$ cat src/rtl/psid_pkg.sv
// ----------------------------------------------------------------------------
// Prepared statement id cache package
// Shared widths, command codes, the slot RAM word and the control and status
// groups that pass between the controller and the datapath.
// ----------------------------------------------------------------------------
package psid_pkg;

  // Default table size.
  localparam int ENTRIES_DEF = 16;

  // Fixed field widths.
  localparam int KEY_W   = 32;
  localparam int GEN_W   = 32;
  localparam int STAMP_W = 32;
  localparam int TOT_W   = 32;
  localparam int META_W  = 17;

  // Message event codes.
  localparam logic [2:0] CMD_PREPARE  = 3'd0;
  localparam logic [2:0] CMD_REPLY    = 3'd1;
  localparam logic [2:0] CMD_CLOSE    = 3'd2;
  localparam logic [2:0] CMD_LOOKUP   = 3'd3;
  localparam logic [2:0] CMD_DROP_ALL = 3'd4;

  // Prepare reply body forms.
  localparam logic [1:0] FORM_EMPTY = 2'd0;
  localparam logic [1:0] FORM_ERROR = 2'd1;
  localparam logic [1:0] FORM_CUT   = 2'd2;
  localparam logic [1:0] FORM_OK    = 2'd3;

  // What the connection expects next.
  localparam logic [1:0] EXPECT_NONE  = 2'd0;
  localparam logic [1:0] EXPECT_REPLY = 2'd1;
  localparam logic [1:0] EXPECT_META  = 2'd2;

  // One slot as stored in the RAM.
  typedef struct packed {
    logic               truncated;
    logic [KEY_W-1:0]   key;
    logic [GEN_W-1:0]   gen;
    logic [STAMP_W-1:0] stamp;
  } entry_t;

  localparam int ENTRY_W = $bits(entry_t);

  // Commands from the controller to the datapath.
  typedef struct packed {
    logic load;       // latch the accepted request
    logic rd_scan;    // read the slot at the scan address
    logic rd_target;  // read the chosen slot
    logic update;     // apply the request to the table and counters
    logic finish;     // load the result register
  } dp_ctrl_t;

  // Status from the datapath to the controller.
  typedef struct packed {
    logic need_scan;  // request must search the table
    logic is_drop;    // request is a drop-all
  } dp_stat_t;

endpackage

$ cat src/rtl/psid_ram.sv
// ----------------------------------------------------------------------------
// Generic simple dual-port RAM
// One write port and one read port with registered read data.
// ----------------------------------------------------------------------------
module psid_ram #(
  parameter int WIDTH = 8,
  parameter int DEPTH = 16,
  localparam int AW = (DEPTH > 1) ? $clog2(DEPTH) : 1
) (
  input  logic             clk,
  input  logic             wr_en,
  input  logic [AW-1:0]    wr_addr,
  input  logic [WIDTH-1:0] wr_data,
  input  logic             rd_en,
  input  logic [AW-1:0]    rd_addr,
  output logic [WIDTH-1:0] rd_data
);

  logic [WIDTH-1:0] mem [DEPTH];

  // Write and registered read.
  always_ff @(posedge clk) begin
    if (wr_en) begin
      mem[wr_addr] <= wr_data;
    end
    if (rd_en) begin
      rd_data <= mem[rd_addr];
    end
  end

endmodule

$ cat src/rtl/psid_ctrl.sv
// ----------------------------------------------------------------------------
// Prepared statement id cache controller
// Sequences each request through dispatch, table scan or drop sweep, slot
// fetch, update and result hand-off.
// ----------------------------------------------------------------------------
module psid_ctrl import psid_pkg::*; #(
  parameter int ENTRIES = ENTRIES_DEF,
  localparam int IDX_W = $clog2(ENTRIES)
) (
  input  logic             clk,
  input  logic             rst,
  input  logic             in_valid,
  output logic             in_ready,
  output logic             out_valid,
  input  logic             out_ready,
  input  dp_stat_t         stat,
  output dp_ctrl_t         ctrl,
  output logic [IDX_W-1:0] scan_addr
);

  typedef enum logic [2:0] {
    S_IDLE,
    S_DISPATCH,
    S_SCAN,
    S_SCAN_END,
    S_FETCH,
    S_UPDATE,
    S_FINISH
  } state_t;

  state_t           state;
  logic [IDX_W-1:0] scan_cnt;
  logic             out_free;

  // The result register can take a new result when empty or being drained.
  assign out_free  = !out_valid || out_ready;
  assign in_ready  = (state == S_IDLE) && !rst;
  assign scan_addr = scan_cnt;

  // Commands to the datapath decoded from the state.
  always_comb begin
    ctrl           = '0;
    ctrl.load      = (state == S_IDLE) && in_valid;
    ctrl.rd_scan   = (state == S_SCAN);
    ctrl.rd_target = (state == S_FETCH);
    ctrl.update    = (state == S_UPDATE);
    ctrl.finish    = (state == S_FINISH) && out_free;
  end

  // State, scan counter and output valid.
  always_ff @(posedge clk) begin
    if (rst) begin
      state     <= S_IDLE;
      scan_cnt  <= '0;
      out_valid <= 1'b0;
    end else begin
      if (ctrl.finish) begin
        out_valid <= 1'b1;
      end else if (out_ready) begin
        out_valid <= 1'b0;
      end

      unique case (state)
        S_IDLE: begin
          if (in_valid) begin
            state <= S_DISPATCH;
          end
        end
        S_DISPATCH: begin
          scan_cnt <= '0;
          if (stat.need_scan || stat.is_drop) begin
            state <= S_SCAN;
          end else begin
            state <= S_UPDATE;
          end
        end
        S_SCAN: begin
          if (scan_cnt == IDX_W'(ENTRIES - 1)) begin
            state <= S_SCAN_END;
          end else begin
            scan_cnt <= scan_cnt + IDX_W'(1);
          end
        end
        S_SCAN_END: begin
          if (stat.is_drop) begin
            state <= S_UPDATE;
          end else begin
            state <= S_FETCH;
          end
        end
        S_FETCH: begin
          state <= S_UPDATE;
        end
        S_UPDATE: begin
          state <= S_FINISH;
        end
        S_FINISH: begin
          if (out_free) begin
            state <= S_IDLE;
          end
        end
        default: begin
          state <= S_IDLE;
        end
      endcase
    end
  end

endmodule

$ cat src/rtl/psid_dp.sv
// ----------------------------------------------------------------------------
// Prepared statement id cache datapath
// Holds the slot RAM, valid and written bits, pending entry, counters and
// the scan trackers that find the id, the first free slot and the oldest slot.
// ----------------------------------------------------------------------------
module psid_dp import psid_pkg::*; #(
  parameter int ENTRIES = ENTRIES_DEF,
  localparam int IDX_W = $clog2(ENTRIES),
  localparam int OCC_W = $clog2(ENTRIES + 1)
) (
  input  logic               clk,
  input  logic               rst,
  input  dp_ctrl_t           ctrl,
  output dp_stat_t           stat,
  input  logic [IDX_W-1:0]   scan_addr,
  input  logic [2:0]         command,
  input  logic [KEY_W-1:0]   stmt_id,
  input  logic               id_present,
  input  logic [1:0]         reply_form,
  input  logic [15:0]        column_count,
  input  logic [15:0]        param_count,
  input  logic               capture_truncated,
  output logic               hit,
  output logic [3:0]         slot,
  output logic [GEN_W-1:0]   generation,
  output logic               entry_truncated,
  output logic [META_W-1:0]  metadata_left,
  output logic [1:0]         reply_expect,
  output logic               evicted,
  output logic               parse_error,
  output logic [4:0]         cached_count,
  output logic [TOT_W-1:0]   eviction_total,
  output logic [TOT_W-1:0]   parse_error_total
);

  // Latched request.
  logic [2:0]       cmd_q;
  logic [KEY_W-1:0] key_q;
  logic             idp_q;
  logic [1:0]       form_q;
  logic [15:0]      ncols_q;
  logic [15:0]      nparams_q;
  logic             ctrunc_q;

  // Table and connection state.
  logic [ENTRIES-1:0] valid_bits;
  logic [ENTRIES-1:0] written;
  logic [STAMP_W-1:0] use_clock;
  logic [OCC_W-1:0]   occupied;
  logic               pending_valid;
  logic               pending_truncated;
  logic [1:0]         expect_state;
  logic [TOT_W-1:0]   ev_total;
  logic [TOT_W-1:0]   perr_total;

  // Scan trackers.
  logic               take_q;
  logic [IDX_W-1:0]   rd_addr_q;
  logic               match_found;
  logic [IDX_W-1:0]   match_idx;
  logic               free_found;
  logic [IDX_W-1:0]   free_idx;
  logic [IDX_W-1:0]   best_idx;
  logic [STAMP_W-1:0] best_stamp;

  // Result of the current request.
  logic               res_hit;
  logic [IDX_W-1:0]   res_slot;
  logic [GEN_W-1:0]   res_gen;
  logic               res_etrunc;
  logic [META_W-1:0]  res_meta;
  logic               res_ev;
  logic               res_perr;

  // RAM signals.
  logic               rd_en;
  logic [IDX_W-1:0]   rd_addr;
  logic [ENTRY_W-1:0] rd_data;
  entry_t             rd_word;
  logic               wr_en;
  entry_t             wr_word;
  logic               sweep_wr;
  entry_t             sweep_word;

  // Update results.
  logic [IDX_W-1:0]   target_idx;
  logic [META_W-1:0]  meta_sum;
  logic               upd_wr;
  entry_t             upd_word;
  logic               pending_valid_next;
  logic               pending_truncated_next;
  logic [1:0]         expect_next;
  logic [STAMP_W-1:0] use_clock_next;
  logic [OCC_W-1:0]   occupied_next;
  logic [TOT_W-1:0]   ev_total_next;
  logic [TOT_W-1:0]   perr_total_next;
  logic [ENTRIES-1:0] valid_next;
  logic               hit_next;
  logic [IDX_W-1:0]   slot_next;
  logic [GEN_W-1:0]   gen_next;
  logic               etrunc_next;
  logic               ev_next;
  logic               perr_next;

  // Status toward the controller.
  always_comb begin
    stat.is_drop   = (cmd_q == CMD_DROP_ALL);
    stat.need_scan = ((cmd_q == CMD_REPLY) && (form_q == FORM_OK) && pending_valid) ||
                     ((cmd_q == CMD_CLOSE) && idp_q) ||
                     (cmd_q == CMD_LOOKUP);
  end

  // Slot that a reply binds: the id's own slot, else the first free, else the oldest.
  assign target_idx = match_found ? match_idx : (free_found ? free_idx : best_idx);
  assign meta_sum   = META_W'(ncols_q) + META_W'(nparams_q);

  // A slot never written reads as all zero.
  assign rd_en   = ctrl.rd_scan || ctrl.rd_target;
  assign rd_addr = ctrl.rd_target ? target_idx : scan_addr;
  assign rd_word = written[rd_addr_q] ? entry_t'(rd_data) : '0;

  // Drop-all sweep bumps the generation of each occupied slot.
  always_comb begin
    sweep_word     = rd_word;
    sweep_word.gen = rd_word.gen + GEN_W'(1);
    sweep_wr       = take_q && stat.is_drop && valid_bits[rd_addr_q];
  end

  assign wr_en   = sweep_wr || (ctrl.update && upd_wr);
  assign wr_word = sweep_wr ? sweep_word : upd_word;

  psid_ram #(
    .WIDTH (ENTRY_W),
    .DEPTH (ENTRIES)
  ) u_ram (
    .clk     (clk),
    .wr_en   (wr_en),
    .wr_addr (rd_addr_q),
    .wr_data (wr_word),
    .rd_en   (rd_en),
    .rd_addr (rd_addr),
    .rd_data (rd_data)
  );

  // Effect of the request on the table, counters and result.
  always_comb begin
    pending_valid_next     = pending_valid;
    pending_truncated_next = pending_truncated;
    expect_next            = expect_state;
    use_clock_next         = use_clock;
    occupied_next          = occupied;
    ev_total_next          = ev_total;
    perr_total_next        = perr_total;
    valid_next             = valid_bits;
    hit_next               = 1'b0;
    slot_next              = '0;
    gen_next               = '0;
    etrunc_next            = 1'b0;
    ev_next                = 1'b0;
    perr_next              = 1'b0;
    upd_wr                 = 1'b0;
    upd_word               = rd_word;

    unique case (cmd_q)
      CMD_PREPARE: begin
        pending_valid_next     = 1'b1;
        pending_truncated_next = ctrunc_q;
        expect_next            = EXPECT_REPLY;
      end
      CMD_REPLY: begin
        expect_next = EXPECT_NONE;
        if ((form_q == FORM_ERROR) || (form_q == FORM_CUT)) begin
          pending_valid_next = 1'b0;
          if ((form_q == FORM_CUT) && !ctrunc_q) begin
            perr_next       = 1'b1;
            perr_total_next = perr_total + TOT_W'(1);
          end
        end else if (form_q == FORM_OK) begin
          if (meta_sum != '0) begin
            expect_next = EXPECT_META;
          end
          if (pending_valid) begin
            pending_valid_next = 1'b0;
            if (!match_found) begin
              if (free_found) begin
                occupied_next = occupied + OCC_W'(1);
              end else begin
                ev_next       = 1'b1;
                ev_total_next = ev_total + TOT_W'(1);
              end
            end
            use_clock_next         = use_clock + STAMP_W'(1);
            valid_next[rd_addr_q]  = 1'b1;
            upd_wr                 = 1'b1;
            upd_word.truncated     = pending_truncated;
            upd_word.key           = key_q;
            upd_word.gen           = rd_word.gen + GEN_W'(1);
            upd_word.stamp         = use_clock + STAMP_W'(1);
            slot_next              = rd_addr_q;
          end
        end
      end
      CMD_CLOSE: begin
        if (idp_q && match_found) begin
          valid_next[rd_addr_q] = 1'b0;
          occupied_next         = occupied - OCC_W'(1);
          upd_wr                = 1'b1;
          upd_word.gen          = rd_word.gen + GEN_W'(1);
          hit_next              = 1'b1;
          slot_next             = rd_addr_q;
        end
      end
      CMD_LOOKUP: begin
        if (match_found) begin
          use_clock_next = use_clock + STAMP_W'(1);
          upd_wr         = 1'b1;
          upd_word.stamp = use_clock + STAMP_W'(1);
          hit_next       = 1'b1;
          slot_next      = rd_addr_q;
          gen_next       = rd_word.gen;
          etrunc_next    = rd_word.truncated;
        end
      end
      CMD_DROP_ALL: begin
        valid_next    = '0;
        occupied_next = '0;
      end
      default: begin
      end
    endcase
  end

  // Request latch and scan trackers.
  always_ff @(posedge clk) begin
    if (ctrl.load) begin
      cmd_q     <= command;
      key_q     <= stmt_id;
      idp_q     <= id_present;
      form_q    <= reply_form;
      ncols_q   <= column_count;
      nparams_q <= param_count;
      ctrunc_q  <= capture_truncated;
    end
    if (rd_en) begin
      rd_addr_q <= rd_addr;
    end
    if (take_q && !stat.is_drop) begin
      if (!match_found && valid_bits[rd_addr_q] && (rd_word.key == key_q)) begin
        match_idx <= rd_addr_q;
      end
      if (!free_found && !valid_bits[rd_addr_q]) begin
        free_idx <= rd_addr_q;
      end
      if ((rd_addr_q == '0) || (rd_word.stamp < best_stamp)) begin
        best_idx   <= rd_addr_q;
        best_stamp <= rd_word.stamp;
      end
    end
    if (ctrl.update) begin
      res_hit    <= hit_next;
      res_slot   <= slot_next;
      res_gen    <= gen_next;
      res_etrunc <= etrunc_next;
      res_meta   <= ((cmd_q == CMD_REPLY) && (form_q == FORM_OK)) ? meta_sum : '0;
      res_ev     <= ev_next;
      res_perr   <= perr_next;
    end
  end

  // Found flags and the table state proper.
  always_ff @(posedge clk) begin
    if (rst) begin
      take_q            <= 1'b0;
      match_found       <= 1'b0;
      free_found        <= 1'b0;
      valid_bits        <= '0;
      written           <= '0;
      use_clock         <= '0;
      occupied          <= '0;
      pending_valid     <= 1'b0;
      pending_truncated <= 1'b0;
      expect_state      <= EXPECT_NONE;
      ev_total          <= '0;
      perr_total        <= '0;
    end else begin
      take_q <= ctrl.rd_scan;
      if (ctrl.load) begin
        match_found <= 1'b0;
        free_found  <= 1'b0;
      end else if (take_q && !stat.is_drop) begin
        if (valid_bits[rd_addr_q] && (rd_word.key == key_q)) begin
          match_found <= 1'b1;
        end
        if (!valid_bits[rd_addr_q]) begin
          free_found <= 1'b1;
        end
      end
      if (ctrl.update) begin
        valid_bits        <= valid_next;
        use_clock         <= use_clock_next;
        occupied          <= occupied_next;
        pending_valid     <= pending_valid_next;
        pending_truncated <= pending_truncated_next;
        expect_state      <= expect_next;
        ev_total          <= ev_total_next;
        perr_total        <= perr_total_next;
        if (upd_wr) begin
          written[rd_addr_q] <= 1'b1;
        end
      end
    end
  end

  // Result register toward the output channel.
  always_ff @(posedge clk) begin
    if (ctrl.finish) begin
      hit               <= res_hit;
      slot              <= 4'(res_slot);
      generation        <= res_gen;
      entry_truncated   <= res_etrunc;
      metadata_left     <= res_meta;
      reply_expect      <= expect_state;
      evicted           <= res_ev;
      parse_error       <= res_perr;
      cached_count      <= 5'(occupied);
      eviction_total    <= ev_total;
      parse_error_total <= perr_total;
    end
  end

endmodule

$ cat src/rtl/prepared_statement_id_cache.sv
// ----------------------------------------------------------------------------
// Prepared statement id cache
// Fully associative table of statement ids with timestamp LRU replacement,
// per-slot generations, a pending prepare entry and running counters.
// ----------------------------------------------------------------------------
//
//   Channel   Handshake            Carries
//   input     in_valid/in_ready    one parsed message event per request
//   output    out_valid/out_ready  one result per request
//
// A close with an id, a lookup and a reply that binds a pending entry scan the
// whole table before the slot fetch and update, and a drop-all sweeps it;
// the scan reads one slot of the slot RAM per cycle. Every other request goes
// straight from dispatch to update. The input reopens in the cycle after the result is loaded.
// Reset is synchronous and needs no clearing pass: per-slot written bits make
// untouched slots read as zero. A held result stalls only the final hand-off.
module prepared_statement_id_cache import psid_pkg::*; #(
  parameter int ENTRIES = ENTRIES_DEF,
  localparam int IDX_W = $clog2(ENTRIES)
) (
  input  logic              clk,
  input  logic              rst,
  input  logic              in_valid,
  output logic              in_ready,
  input  logic [2:0]        command,
  input  logic [KEY_W-1:0]  stmt_id,
  input  logic              id_present,
  input  logic [1:0]        reply_form,
  input  logic [15:0]       column_count,
  input  logic [15:0]       param_count,
  input  logic              capture_truncated,
  output logic              out_valid,
  input  logic              out_ready,
  output logic              hit,
  output logic [3:0]        slot,
  output logic [GEN_W-1:0]  generation,
  output logic              entry_truncated,
  output logic [META_W-1:0] metadata_left,
  output logic [1:0]        reply_expect,
  output logic              evicted,
  output logic              parse_error,
  output logic [4:0]        cached_count,
  output logic [TOT_W-1:0]  eviction_total,
  output logic [TOT_W-1:0]  parse_error_total
);

  dp_ctrl_t         ctrl;
  dp_stat_t         stat;
  logic [IDX_W-1:0] scan_addr;

  // Sequencer.
  psid_ctrl #(
    .ENTRIES (ENTRIES)
  ) u_ctrl (
    .clk       (clk),
    .rst       (rst),
    .in_valid  (in_valid),
    .in_ready  (in_ready),
    .out_valid (out_valid),
    .out_ready (out_ready),
    .stat      (stat),
    .ctrl      (ctrl),
    .scan_addr (scan_addr)
  );

  // Table, counters and result register.
  psid_dp #(
    .ENTRIES (ENTRIES)
  ) u_dp (
    .clk               (clk),
    .rst               (rst),
    .ctrl              (ctrl),
    .stat              (stat),
    .scan_addr         (scan_addr),
    .command           (command),
    .stmt_id           (stmt_id),
    .id_present        (id_present),
    .reply_form        (reply_form),
    .column_count      (column_count),
    .param_count       (param_count),
    .capture_truncated (capture_truncated),
    .hit               (hit),
    .slot              (slot),
    .generation        (generation),
    .entry_truncated   (entry_truncated),
    .metadata_left     (metadata_left),
    .reply_expect      (reply_expect),
    .evicted           (evicted),
    .parse_error       (parse_error),
    .cached_count      (cached_count),
    .eviction_total    (eviction_total),
    .parse_error_total (parse_error_total)
  );

endmodule

$ cat config.mk
export PLATFORM = sky130hd
export DESIGN_NAME = prepared_statement_id_cache
export DESIGN_NICKNAME = d
export VERILOG_FILES = /design/src/rtl/psid_pkg.sv /design/src/rtl/psid_ram.sv /design/src/rtl/psid_ctrl.sv /design/src/rtl/psid_dp.sv /design/src/rtl/prepared_statement_id_cache.sv
export SDC_FILE = /design/constraint.sdc
export NUM_CORES = 2
export LEC_CHECK = 0
export BUFFER_PORTS_ARGS = -buffer_cell sky130_fd_sc_hd__buf_2
export CORE_UTILIZATION = 29
export CTS_CLUSTER_SIZE = 30
export DETAILED_ROUTE_END_ITERATION = 6
export HOLD_SLACK_MARGIN = 0.05
export REMOVE_ABC_BUFFERS = 1
export SLEW_MARGIN = 20
export SYNTH_ARGS = -nofsm -noshare
export SYNTH_HDL_FRONTEND = slang
export SYNTH_SLANG_ARGS = --single-unit
$ cat constraint.sdc
create_clock -name clk -period 13.4 [get_ports clk]
set_input_delay 0.67 -clock clk [delete_from_list [all_inputs] [get_ports clk]]
set_output_delay 0.67 -clock clk [all_outputs]
set_load 0.02 [all_outputs]
# Yosys cells after proc, flatten, opt, wreduce, memory -nomap -nowiden
# Memory sizes are Yosys's and may differ from the RTL's. A register that Yosys moved wholly into a read port is not among the register bits.
# Cells that the tools add are included.
# word_totals
register_bits,452
mem_bits_rw,1552
input_bits,75
output_inout_bits,130
word_cells,226
memories,1
# op_classes
n_addsub,8
n_lt_le_gt_ge,3
n_eq_ne,27
muxes,70
n_bitwise,11
reduce_logical,61
# mem_list
name,words,word_bits,rd,rd_ports_with_merged_regs,write_ports,line,text
u_dp.u_ram.mem,16,97,1,1,1,psid_ram.sv:19,logic [WIDTH-1:0] mem [DEPTH];
# ops
operator,n
two-way mux 97 bit,5
two-way mux 32 bit,6
case mux 32 bit (2 select lines),3
"adder 32 x 1 -> 32 bit, second input constant",4
two-way mux 16 bit,4
case mux 16 bit (3 select lines),1
two-way mux 4 bit,9
two-way mux 33 bit,1
== test 32 bit,1
less-than comparator 32 bit,1
OR 16 bit,2
two-way mux 5 bit,6
AND reduction 2 bit,11
case mux 3 bit (7 select lines),1
adder 16 x 16 -> 17 bit,1
logical AND 1 bit,17
two-way mux 1 bit,17
nonzero test 17 bit,1
AND 16 bit,1
NOT 16 bit,1
case mux 5 bit (3 select lines),1
"inequality test 2 bit, second input constant",7
"== test 3 x 2 -> 1 bit, second input constant",4
"== test 3 bit, second input constant",4
other kinds (34),71

# Longest topological paths before layout
# logic_depth
depth_word,9
ltp_mapped,17
depth_no_buf,13

# Cells and area by module
# From an unflattened synthesis, not the netlist that was laid out.
# hier_totals
cells_unflattened,4510
hier_area_um2,82405.3
# by_module_without_submodules
mod,n_inst,cells_each,area_per_inst_um2,seq_area_each_um2
psid_ram,1,2484,60838.3,49517.5
psid_dp,1,1956,21028.9,11931.4
psid_ctrl,1,70,538.0,160.2

# Least setup slack after synthesis
# No wires, ideal clock.
# synth_timing
path_kind,reg2reg
startpoint,reg u_dp.cmd_q[1]
endpoint,"mem u_dp.u_ram.mem[5][0] (netlist bit), enable pin"
setup_time_ns,0.672
arrival_time_ns,8.655
t_required_ns,12.728
path_slack_ns,4.073
stages_incl_launch_ff,11
n_path_buf,3
synth_period_minus_slack_ns,9.327
path_cell_list,edfxtp_1 > buf_2 > nor2b_1 > and2b_1 > clkbuf_1 > and3_1 > nor2_1 > nor2_1 > a31oi_1 > clkbuf_1 > nor3_1
# synth_between
elab_chain_len,6
word_cells_on_any_way,11
classes_between,4 x eq/ne; 3 x mux; 4 x reduce/logical
# synth_lines
item,line,text
start: declaration,psid_dp.sv:37,logic [2:0] cmd_q;
start signal: assignment,psid_dp.sv:236,cmd_q <= command;
== test 3 x 2 -> 1 bit (tied with other cells),psid_dp.sv:164,unique case (cmd_q)
case mux 1 bit (3 select lines) / logical AND 1 bit (equally long branches),"psid_dp.sv:164, psid_dp.sv:126",
"logical AND 1 bit, on equally long branches","psid_dp.sv:129, psid_dp.sv:126",
logical OR 1 bit *,psid_dp.sv:129,assign wr_en = sweep_wr || (ctrl.update && upd_wr);
two-way mux 1 bit *,psid_ram.sv:23,if (wr_en) begin
two-way mux 1 bit (not written as such) *,psid_ram.sv:24,mem[wr_addr] <= wr_data;
end: declaration,psid_ram.sv:19,
# Every way passes the cells marked *; elsewhere a longest branch is shown, timed or not.

# Worst setup path after layout
# layout_timing
startpoint,reg u_dp.form_q[0]
endpoint,"mem u_dp.u_ram.mem[4][66] (netlist bit), enable pin"
# layout_between
elab_chain_len,8
word_cells_on_any_way,11
classes_between,3 x eq/ne; 5 x mux; 3 x reduce/logical
# layout_lines
item,line,text
start: declaration,psid_dp.sv:40,logic [1:0] form_q;
start signal: assignment,psid_dp.sv:239,form_q <= reply_form;
== test 2 bit (tied with other cells),psid_dp.sv:178,end else if (form_q == FORM_OK) begin
two-way mux 1 bit / logical OR 1 bit (equally long branches),"psid_dp.sv:178, psid_dp.sv:172",
two-way mux 1 bit *,psid_dp.sv:172,if ((form_q == FORM_ERROR) || (form_q == FORM_CUT)) begin
case mux 1 bit (3 select lines) *,psid_dp.sv:164,
logical AND 1 bit *,psid_dp.sv:129,
logical OR 1 bit *,psid_dp.sv:129,
two-way mux 1 bit *,psid_ram.sv:23,
two-way mux 1 bit (not written as such) *,psid_ram.sv:24,
# Marked as above.

==> flow_summary_export.csv <==
group,metric,value,unit
outcome,status,"completed",
drt,first_pass_iters,6,
sta,skew,83.4,ps
power_and_ir_drop,p_leak,33.1,nW
critical_path,cpMostUsedCell,"buf_4",
grt,grtUsageMet1,20.5,%
synth,ys_seq_elements,2101,
synth,yosys.area.top_type_share,69.6,%
floorplan,die-area,293000,sq um
synth,yosysWarnings,0,
synth,netlist-cell-type-count,64,
drt,drt-wirelength-per-cell,20.4,um
drt,ant_nets,0,
flow_run,cap_violations,0,
sta,timing.hold.ws,108,ps
critical_path,start_kind,"flip-flop",
sta,setup_viol,0,
synth,synth_area,84200,sq um
floorplan,design.core.area,288000,sq um
critical_path,crit_required,13910,ps
critical_path,path_class,"reg2reg",
clocking,clk_latency,890,ps
floorplan,ios,205,
grt,grt_use_met3,2.52,%
floorplan,initial_core_util,29.2,%
cells_and_area,nFillCells,27944,
grt,top_usage_layer,"met2",
power_and_ir_drop,p_per_area,162,nW/um^2
drt,drt_iter0_markers,5308,
cells_and_area,area_delta_synth_final,15.6,%
grt,grt_max_degree,213,
synth,synth_area_leader_cell,"edfxtp_1",
sta,rsz0062_at_grt,"false",
synth,seq_area_frac_synth,73.2,%
sta,drv_slew,0,
power_and_ir_drop,peakVddDrop,0.124,mV
place,hpwl,115000,um
grt,grt_usage,14.6,%
grt,grt_antenna_before_repair,6,
drt,via_count,54424,
critical_path,path_delay_family,"buffers and inverters",
grt,met2_usage,23.3,%
synth,synthCells,6666,
cells_and_area,num-nets-final,7003,
drt,wirelength,221000,um
sta,hold_viol,0,
critical_path,path_buf_inv,5,
drt,drc,0,
synth,synthTopCellsByArea,"edfxtp_1 70%, nand2_1 7.9%, nand3_1 4.9%, dfxtp_1 3.5%, a311oi_1 2.0%",
synth,synth.avg_cell_area,12.6,sq um
grt,grt_overflow,0,
drt,vias_per_cell,5.03,
sta,fin_crit_sh,40.7,%
synth,async_flop_share,0,%
sta,slew_headroom,24.3,%
synth,ys_top_cells_by_count,"1,953 x edfxtp_1, 1,768 x nand2_1, 832 x nand3_1, 384 x clkbuf_1, 231 x nor2_1",
sta,fmax,183,MHz
clocking,cts_tree,"done",
critical_path,cp_data_arrival_time,5960,ps
critical_path,cp-end-kind,"flip-flop",
floorplan,die_h,541,um
sta,worst_pin_slew,1130,ps
critical_path,cpPeakStageDelay,840,ps
critical_path,crit_chain,"inv_1 > ha_1 > and3_1 > nand2_2 > buf_4 > nand2_1 > nor2_1 > nor2_2 > a31oi_2 > buf_4 > nor2b_4 > buf_4 > buf_4",
grt,grt_pass1_wl,330000,um
critical_path,cp_slowest_cell,"buf_4",
clocking,cts_sinks,2101,
worst_hold_path,hold_depth,1,
clocking,path_clk_slew,60,ps
clocking,numCtsBuffers,210,
place,portBuffers,204,
place,gp_congestion,0.817,
clocking,cts_setup_buffers,0,
worst_hold_path,hold_class,"in2reg",
cells_and_area,drive_gt1_share,10.2,%
floorplan,die_w,541,um
synth,synth_edf_count,1953,
grt,grt_pass1_vias,52326,
clocking,cts.htree.levels,4,
sta,tns,0,ps
critical_path,cp.depth,13,
clocking,cts_root_buf,"clkbuf_16",
synth,synth.most_common_cell,"edfxtp_1",
critical_path,reg2reg_depth,13,
floorplan,row_count,197,
synth,ys.flop_type,"edfxtp_1",
sta,period_needed,5450,ps
critical_path,cp_max_fo,44,
clocking,clockBufferDepth,4,
==> sequential cells by signal (all words and copies together) (netlist names), 17 cells and up <==
name,count
u_dp.u_ram.mem,1552
u_dp.parse_error_total,32
u_dp.best_stamp,32
u_dp.res_gen,32
u_dp.ev_total,32
u_dp.key_q,32
u_dp.perr_total,32
u_dp.use_clock,32
u_dp.metadata_left,17
u_dp.u_ram.rd_data,97
u_dp.generation,32
u_dp.res_meta,17
u_dp.eviction_total,32
==> area by class of cell <==
class	instances	area [sq um]	area share, %
diodes	3	7.51	0.00771
clock buffers	257	5590	5.74
clock inverters	122	1160	1.19
inverters	64	262	0.269
multi-input cells	4086	21100	21.7
flip-flops and latches	2101	61600	63.3
well taps	3781	4730	4.86
repair buffers	408	2930	3.01
==> stage by stage <==
step / cell area [sq um] / setup slack (ps) / power (mW) / std cells / utilization (%)
global route: 97400 / 7590 / 16.4 / 10820 / 33.8
finish: 97400 / 7950 / 15.8 / 10822 / 33.8
detailed placement: 89800 / 7640 / 10.1 / 10371 / 31.2
floorplan: 82600 / -102130 / 9.70 / 6251 / -
global placement: 89800 / 7770 / 10.0 / 10370 / 31.1
CTS: 97300 / 7620 / 15.9 / 10819 / 33.7
==> cells by family after synthesis <==
family,share of synthesized area (%)
multiplexers,0.343
AND/OR/NAND/NOR,16.8
adder cells (fa/ha/maj),0.865
AO/OA/AOI/OAI,5.04
buffers and inverters,2.19
flip-flops,73.2
XOR/XNOR,1.61
==> layout by cell type, fill, tap and decap left out, types with 41 or more instances in the layout <==
| master | instances |
|---|---|
| nor2_1 | 226 |
| a31oi_1 | 108 |
| buf_2 | 203 |
| dlygate4sd3_1 | 69 |
| a311oi_1 | 195 |
| clkinv_2 | 41 |
| xnor2_1 | 74 |
| nand3_1 | 832 |
| buf_4 | 120 |
| ha_1 | 55 |
| dfxtp_1 | 148 |
| edfxtp_1 | 1953 |
| clkbuf_16 | 215 |
| o21ai_0 | 99 |
| xor2_1 | 77 |
| inv_1 | 60 |
| a21oi_1 | 102 |
| clkinv_1 | 43 |
| nand2_1 | 1765 |
| and3_1 | 159 |
| nor3_1 | 59 |
==> routing by layer <==
metal | vias up | wire (um)
met5 | - | 36
met1 | 27291 | 98000
li1 | 24709 | -
met2 | 2112 | 101000
met3 | 306 | 16900
met4 | 6 | 4210
==> repair_timing <==
action,CTS,global route
hold buffers,69,0
gates resized for setup,0,0
endpoints found under the hold margin,69,0
==> path summary, 6_finish.rpt <==
| path | end | start | slack, ps |
|---|---|---|---|
| max reg2reg | u_dp.u_ram.mem[4][66] | u_dp.form_q[0] | 7950 |
| min reg2reg | u_dp.generation[27] | u_dp.res_gen[27] | 420 |
| min | u_dp.key_q[17] | stmt_id[17] | 110 |
| max | u_dp.u_ram.mem[4][66] | u_dp.form_q[0] | 7950 |
==> power by group <==
| part | internal [mW] | leakage, nW | total [mW] | switching, mW |
|---|---|---|---|---|
| Clock | 3.36 | 3.31 | 5.84 | 2.48 |
| Combinational | 0.559 | 10.7 | 2.11 | 1.55 |
| Sequential | 7.72 | 19.1 | 7.86 | 0.138 |
Note: power is estimated with default switching activity, not from simulation.
